`src/hdl/assert_macros.svh`:
```
// Assertion macros used by the arc unit datapath.
// No dependencies; defining ASSERT_OFF compiles every check away.
`ifndef ASSERT_MACROS_SVH
`define ASSERT_MACROS_SVH

`ifndef ASSERT_OFF

// Implication checked at every rising clock edge, disabled while reset is held low.
`define ASSERT_CLK(label, clk, rstn, prop) \
    label: assert property (@(posedge clk) disable iff (!rstn) (prop)) \
        else $error("assertion failed");

// Implication that holds even during reset.
`define ASSERT_ALWAYS(label, clk, prop) \
    label: assert property (@(posedge clk) (prop)) \
        else $error("assertion failed");

`else

`define ASSERT_CLK(label, clk, rstn, prop)
`define ASSERT_ALWAYS(label, clk, prop)

`endif

`endif

```
`src/hdl/mca_pkg.sv`:
```
// Package for the midpoint circle arc unit: constants, widths and the
// command/status structs between controller and datapath. No dependencies.
`default_nettype none

package mca_pkg;

    // Radius limit and cap on pixels per run
    localparam int MAX_RADIUS  = 63;
    localparam int MAX_RESULTS = 47;

    localparam int COORD_W = 6;
    localparam int CNT_W   = 6;
    localparam int DEC_W   = 10;

    typedef logic [COORD_W-1:0] coord_t;

    // Controller to datapath commands
    typedef struct packed {
        logic load;   // start a run with the incoming radius
        logic step;   // advance one pixel
    } mca_cmd_t;

    // Datapath to controller status
    typedef struct packed {
        logic last;   // current pixel ends the run
    } mca_status_t;

endpackage

`default_nettype wire

```
`src/hdl/midpoint_circle_arc_unit.sv`:
```
// Top level of the midpoint circle arc unit: controller plus datapath.
// Depends on mca_pkg, mca_ctrl and mca_datapath.
//
//  channel  | dir | tdata (low bit up)          | tlast
//  ---------+-----+-----------------------------+----------------
//  s_       | in  | radius[5:0], pad to 8       | -
//  m_       | out | x_coord[5:0], y_coord[5:0]  | last pixel of run
//
// A radius is taken, then one pixel word leaves per cycle from the walk
// register while m_tready is high, N = 1 to 46 pixels per radius
// (46 at radius 63). The next radius is taken the cycle after the last word.
// Reset clears only the state machine. m_tready low holds the current word
// and the walk; s_tready is low while a run is in progress.
`default_nettype none

module midpoint_circle_arc_unit
    import mca_pkg::*;
(
    input  wire logic        aclk,
    input  wire logic        aresetn,
    input  wire logic        s_tvalid,
    output logic             s_tready,
    input  wire logic [7:0]  s_tdata,   // [5:0] radius
    output logic             m_tvalid,
    input  wire logic        m_tready,
    output logic [15:0]      m_tdata,   // [5:0] x_coord, [11:6] y_coord
    output logic             m_tlast
);

    mca_cmd_t    cmd;
    mca_status_t status;
    coord_t      x_coord;
    coord_t      y_coord;

    mca_ctrl u_ctrl (
        .aclk     (aclk),
        .aresetn  (aresetn),
        .s_tvalid (s_tvalid),
        .s_tready (s_tready),
        .m_tvalid (m_tvalid),
        .m_tready (m_tready),
        .status   (status),
        .cmd      (cmd)
    );

    mca_datapath u_datapath (
        .aclk     (aclk),
        .aresetn  (aresetn),
        .radius   (s_tdata[COORD_W-1:0]),
        .cmd      (cmd),
        .x_coord  (x_coord),
        .y_coord  (y_coord),
        .status   (status)
    );

    // Output word packing
    assign m_tdata = {4'b0, y_coord, x_coord};
    assign m_tlast = status.last;

endmodule

`default_nettype wire

```
`src/hdl/mca_ctrl.sv`:
```
// Controller for the arc unit: idle/run state machine and the handshakes.
// Depends on mca_pkg.
`default_nettype none

module mca_ctrl
    import mca_pkg::*;
(
    input  wire logic  aclk,
    input  wire logic  aresetn,
    input  wire logic  s_tvalid,
    output logic       s_tready,
    output logic       m_tvalid,
    input  wire logic  m_tready,
    input  wire mca_status_t status,
    output mca_cmd_t   cmd
);

    typedef enum logic [1:0] {
        ST_IDLE = 2'b01,
        ST_RUN  = 2'b10
    } state_t;

    state_t state_reg, state_next;

    // Handshake outputs follow the state
    assign s_tready = (state_reg == ST_IDLE);
    assign m_tvalid = (state_reg == ST_RUN);

    assign cmd.load = s_tvalid && s_tready;
    assign cmd.step = m_tvalid && m_tready && !status.last;

    // Next state
    always_comb begin
        state_next = state_reg;
        unique case (state_reg)
            ST_IDLE: begin
                if (s_tvalid) begin
                    state_next = ST_RUN;
                end
            end
            ST_RUN: begin
                if (m_tready && status.last) begin
                    state_next = ST_IDLE;
                end
            end
            default: begin
                state_next = ST_IDLE;
            end
        endcase
    end

    always_ff @(posedge aclk) begin
        if (!aresetn) begin
            state_reg <= ST_IDLE;
        end else begin
            state_reg <= state_next;
        end
    end

endmodule

`default_nettype wire

```
`src/hdl/mca_datapath.sv`:
```
// Datapath for the arc unit: pixel position, decision value and run count.
// Depends on mca_pkg and assert_macros.svh.
`default_nettype none
`include "assert_macros.svh"

module mca_datapath
    import mca_pkg::*;
(
    input  wire logic    aclk,
    input  wire logic    aresetn,
    input  wire coord_t  radius,
    input  wire mca_cmd_t cmd,
    output coord_t       x_coord,
    output coord_t       y_coord,
    output mca_status_t  status
);

    coord_t                    x_reg, x_next;
    coord_t                    y_reg, y_next;
    logic signed [DEC_W-1:0]   dec_reg, dec_next;
    logic [CNT_W-1:0]          count_reg, count_next;

    coord_t                    r_sat;
    logic signed [COORD_W:0]   diff;
    logic signed [DEC_W-1:0]   inc_e;
    logic signed [DEC_W-1:0]   inc_se;

    // Saturate the radius
    assign r_sat = ({1'b0, radius} > (COORD_W+1)'(MAX_RADIUS))
                 ? COORD_W'(MAX_RADIUS) : radius;

    // Decision increments: 2x+3 going east, 2(x-y)+5 going southeast
    assign diff   = $signed({1'b0, x_reg}) - $signed({1'b0, y_reg});
    assign inc_e  = $signed(DEC_W'({x_reg, 1'b0})) + DEC_W'(3);
    assign inc_se = $signed(DEC_W'($signed({diff, 1'b0}))) + DEC_W'(5);

    // Run ends once x reaches y or the pixel cap is hit
    assign status.last = !(y_reg > x_reg) || (count_reg >= CNT_W'(MAX_RESULTS));

    always_comb begin
        x_next     = x_reg;
        y_next     = y_reg;
        dec_next   = dec_reg;
        count_next = count_reg;
        if (cmd.load) begin
            x_next     = '0;
            y_next     = r_sat;
            dec_next   = DEC_W'(1) - $signed(DEC_W'(r_sat));
            count_next = CNT_W'(1);
        end else if (cmd.step) begin
            x_next     = x_reg + COORD_W'(1);
            count_next = count_reg + CNT_W'(1);
            if (dec_reg < 0) begin
                dec_next = dec_reg + inc_e;
            end else begin
                dec_next = dec_reg + inc_se;
                y_next   = y_reg - COORD_W'(1);
            end
        end
    end

    // Payload registers, no reset needed
    always_ff @(posedge aclk) begin
        x_reg     <= x_next;
        y_reg     <= y_next;
        dec_reg   <= dec_next;
        count_reg <= count_next;
    end

    assign x_coord = x_reg;
    assign y_coord = y_reg;

    `ASSERT_CLK(a_step_x, aclk, aresetn, cmd.step |=> x_reg == $past(x_reg) + COORD_W'(1))
    `ASSERT_CLK(a_step_y, aclk, aresetn, cmd.step |=> ($past(y_reg) - y_reg) <= COORD_W'(1))
    `ASSERT_CLK(a_load, aclk, aresetn, cmd.load |=> (x_reg == '0) && (count_reg == CNT_W'(1)))
    `ASSERT_ALWAYS(a_excl, aclk, !(cmd.load && cmd.step))

endmodule

`default_nettype wire
```
`config.mk`:
```
export PLATFORM = sky130hd
export DESIGN_NAME = midpoint_circle_arc_unit
export DESIGN_NICKNAME = d
export VERILOG_FILES = /design/src/hdl/mca_pkg.sv /design/src/hdl/midpoint_circle_arc_unit.sv /design/src/hdl/mca_ctrl.sv /design/src/hdl/mca_datapath.sv
export VERILOG_INCLUDE_DIRS = /design/src /design/src/hdl
export SDC_FILE = /design/constraint.sdc
export NUM_CORES = 1
export LEC_CHECK = 0
export ABC_AREA = 1
export BUFFER_PORTS_ARGS = -buffer_cell sky130_fd_sc_hd__buf_4
export CAP_MARGIN = 20
export CORE_MARGIN = 3
export CORE_UTILIZATION = 45
export DETAILED_ROUTE_END_ITERATION = 16
export PLACE_DENSITY = 0.62
export REMOVE_ABC_BUFFERS = 1
export SLEW_MARGIN = 20
export SYNTH_ARGS = -nofsm -noshare
export SYNTH_HDL_FRONTEND = slang
export SYNTH_SLANG_ARGS = --single-unit
```
`constraint.sdc`:
```
create_clock -name aclk -period 8.2 [get_ports aclk]
set_input_delay 1.23 -clock aclk [delete_from_list [all_inputs] [get_ports aclk]]
set_output_delay 1.23 -clock aclk [all_outputs]
set_load 0.05 [all_outputs]
```
==> impl_metrics.ini <==
[route]
ant_nets = 0
first_pass_iters = 4
drc = 0
drtIter0Drc = 104
vias = 2461
post_drt_wl_per_cell_um = 13.1
routed_wirelength_um = 6390
detail_route.vias_per_cell = 5.03

[final_layout]
insertedDiodeCount = 0
areaGrowthSynthToFinish_pct = 11.3
multi_input_comb_area_um2 = 1730
largest_register_ffs = 10
drive_gt1_share_pct = 9.35
util_after_layout_pct = 53.8
finalNetCount = 464
filler_cell_count = 611
area.sequential_um2 = 761

[yosys]
synth-async-reset-ratio_pct = 0
syn_area_um2 = 2780
synth.top_cell.area_share_pct = 17.3
most_used_standard_cells_in_the_synthesized_netlist = nand2_1 (100), inv_1 (62), nor2_1 (35)
yosys.cell_types.count = 38
synth_enable_flop_cells = 16
synth_seq_cells = 30
synthMostInstantiatedCell = nand2_1
synthesis.area_per_instance_um2 = 7.10
synth_flop_cell = edfxtp_1
yosys_warnings = 0
synth-seq-area-share_pct = 27.4
synth.top_cells.by_area = edfxtp_1 (17%), ha_1 (15%), nand2_1 (14%), dfxtp_1 (10%), inv_1 (8.4%)
cells_after_synthesis = 391
synth_top_area_cell = edfxtp_1

[worst_setup_path]
timing.reg2reg.worst_path_depth = 21
worst_ep_arrival_time_ns = 2.02
cp_slowest_stage_delay_ns = 0.40
worstSetupStartpoint = u_datapath.y_coord[4]$_DFFE_PP_
slowest_stage = edfxtp_1
r2r_start = u_datapath.x_coord[0]$_SDFFE_PP0P_
cp-start-kind = flip-flop
r2r_slack_ns = 4.97
timing.critical_path.required_ns = 6.97
cp_depth = 7
crit_type = flip-flop to output pin
worst_setup_path_endpoint = m_tlast
setup.worst_path.end_class = output pin
cp_top_family = compound AO/OA/AOI/OAI gates
crit_buf_inv = 2
crit_fanout = 6
worstReg2RegEnd = u_datapath.dec_reg[9]$_DFFE_PP_
crit_path_cell_trace = inv_1, ha_1, a21oi_2, o21bai_2, a21oi_4, nand2_1, buf_4

[power]
power_frac_comb_pct = 49.8
power_leakage_nw = 1.62
p_clk_share_pct = 19.6
power.net_switching_mw = 0.273
sequential_power_share_pct = 30.5
power.share.switching_pct = 42.9
cellPowerDensity_nw_per_um2 = 206
worst_ir_drop_vdd_mv = 0.0995
power_internal_mw = 0.363

[sta]
setup-tns-final_ns = 0
fmax_ghz = 0.308
tightestPinTransition_ns = 0.799
timing.final.crit_share_pct = 39.6
rsz0062_at_grt = false
headroom_to_the_max_slew_limit_pct = 46.6
finClkSkew_ns = 0.00502
hold_viol_final = 0
post-route-min-period_ns = 3.25
timing_max_transition_violations_final = 0
timing.final.setup_violations = 0

[worst_hold_path]
timing.hold.worst.class = flip-flop to flip-flop

[global_routing]
grt_start_max_net_pins = 26
global_route_wire_length_before_repair_um = 10500
global_route.overflow_total = 0
track_usage_pct = 18.4
grt_pass1_vias = 2238
initial_antenna_violation_count = 0

[clocking]
clock_path_buffers = 2
clkSinkCount = 30
post-cts-setup-buffers = 0
cts-buffers-inserted = 5
worst_skew_pair.late_latency_ns = 0.28
postCtsResizedCells = 0
postCtsHoldBufs = 0
cts_tree = done
ctsHtreeMaxLevel = 2
clockRootBuffer = clkbuf_8
clk_pin_slew_ns = 0.07

[floorplan]
core-area_um2 = 5740
die_h_um = 84.5
ios = 31
placement_rows = 27
starting_density_pct = 48.3
die_area_um2 = 7150
dieWidth_um = 84.5

[status]
outcome = finished, final reports clean

[placed_design]
io_buffer_count = 24
gp_congestion = 0.824
place_hpwl_um = 5160

[job]
max-cap-violations = 0
==> final cells by class <==
cell class	instances	share of cell area (%)
Sequential cell	30	24.6
Clock inverter	1	0.162
Timing Repair Buffer	24	5.83
Multi-Input combinational cell	292	56.0
Tap cell	72	2.92
Inverter	63	7.65
Clock buffer	7	2.79
==> worst reg2reg max path, cell delays in order (launching register included) <==
cell and delay [ns]:
dfxtp_1 0.35, inv_1 0.19, ha_1 0.19, inv_1 0.06, fa_1 0.41, nand2_1 0.08, nand2_1 0.08, nand3_1 0.14
nand2_1 0.11, inv_1 0.09, ha_1 0.23, ha_1 0.35, nand2_1 0.11, inv_1 0.04, nand2_1 0.05, nand2_1 0.06
a21oi_1 0.13, nand3_1 0.08, nand3_1 0.07, nand2_1 0.06, nand2_1 0.06, nand2_1 0.06
==> per-layer routing <==
metal | routed length, um | track usage [%] | share of wire [%]
met3 | 186 | 3.04 | 2.9
met2 | 2960 | 29.5 | 46
met5 | 0 | 0 | 0
met1 | 3170 | 25.4 | 50
met4 | 79 | 5.47 | 1.2
==> cell families after synthesis <==
family | Yosys count | synth area share (%)
simple gates | 186 | 28.8
buf+inv | 72 | 10.6
compound gates | 50 | 11.0
fa+ha+maj | 36 | 17.0
flops | 30 | 27.4
xor+xnor | 16 | 5.05
other cells | 1 | 0.135
==> power by group through the flow <==
stage	Sequential (mW)	Clock, mW	Combinational, mW
2_1_floorplan	0.208	0	0.229
3_3_place_gp	0.197	0	0.310
3_5_place_dp	0.197	0	0.316
4_1_cts	0.194	0.127	0.318
5_1_grt	0.197	0.135	0.359
6_report	0.194	0.125	0.317
==> worst min path at each step <==
stage / startpoint / cells after the start / slack [ns] / end
finish: u_datapath.count_reg[5]$_SDFFE_PP0P_ / 2 / 0.45 / u_datapath.count_reg[5]$_SDFFE_PP0P_
global route: u_datapath.count_reg[5]$_SDFFE_PP0P_ / 2 / 0.49 / u_datapath.count_reg[5]$_SDFFE_PP0P_
CTS: u_datapath.count_reg[5]$_SDFFE_PP0P_ / 2 / 0.46 / u_datapath.count_reg[5]$_SDFFE_PP0P_
detailed placement: u_datapath.count_reg[5]$_SDFFE_PP0P_ / 2 / 0.45 / u_datapath.count_reg[5]$_SDFFE_PP0P_
global placement: u_datapath.count_reg[5]$_SDFFE_PP0P_ / 2 / 0.44 / u_datapath.count_reg[5]$_SDFFE_PP0P_
floorplan: u_datapath.count_reg[5]$_SDFFE_PP0P_ / 2 / 0.43 / u_datapath.count_reg[5]$_SDFFE_PP0P_
==> metrics by stage <==
| stage | worst slack [ns] | total power, mW | hold slack, ns | instance area, um2 | std cells |
|---|---|---|---|---|---|
| 2_1_floorplan | 5.00 | 0.437 | 0.430 | 2730 | 385 |
| 3_3_place_gp | 4.70 | 0.507 | 0.441 | 3000 | 481 |
| 3_5_place_dp | 4.68 | 0.513 | 0.448 | 3000 | 481 |
| 4_1_cts | 4.93 | 0.640 | 0.459 | 3090 | 489 |
| 5_1_grt | 4.71 | 0.691 | 0.486 | 3090 | 489 |
| 6_report | 4.95 | 0.636 | 0.455 | 3090 | 489 |
==> cell usage in the layout (no fill, tap or decap), drive strengths merged, types with 4 or more instances in the layout <==
master and count:
inv 62, nand4 7, a21oi 18, nand3 33, o21ai 18, ha 33, nor2 35, conb 4
edfxtp 16, dfxtp 14, nand2 102, buf 24, clkbuf 7, xor2 13
No activity file was read; power rests on OpenSTA's default activity.
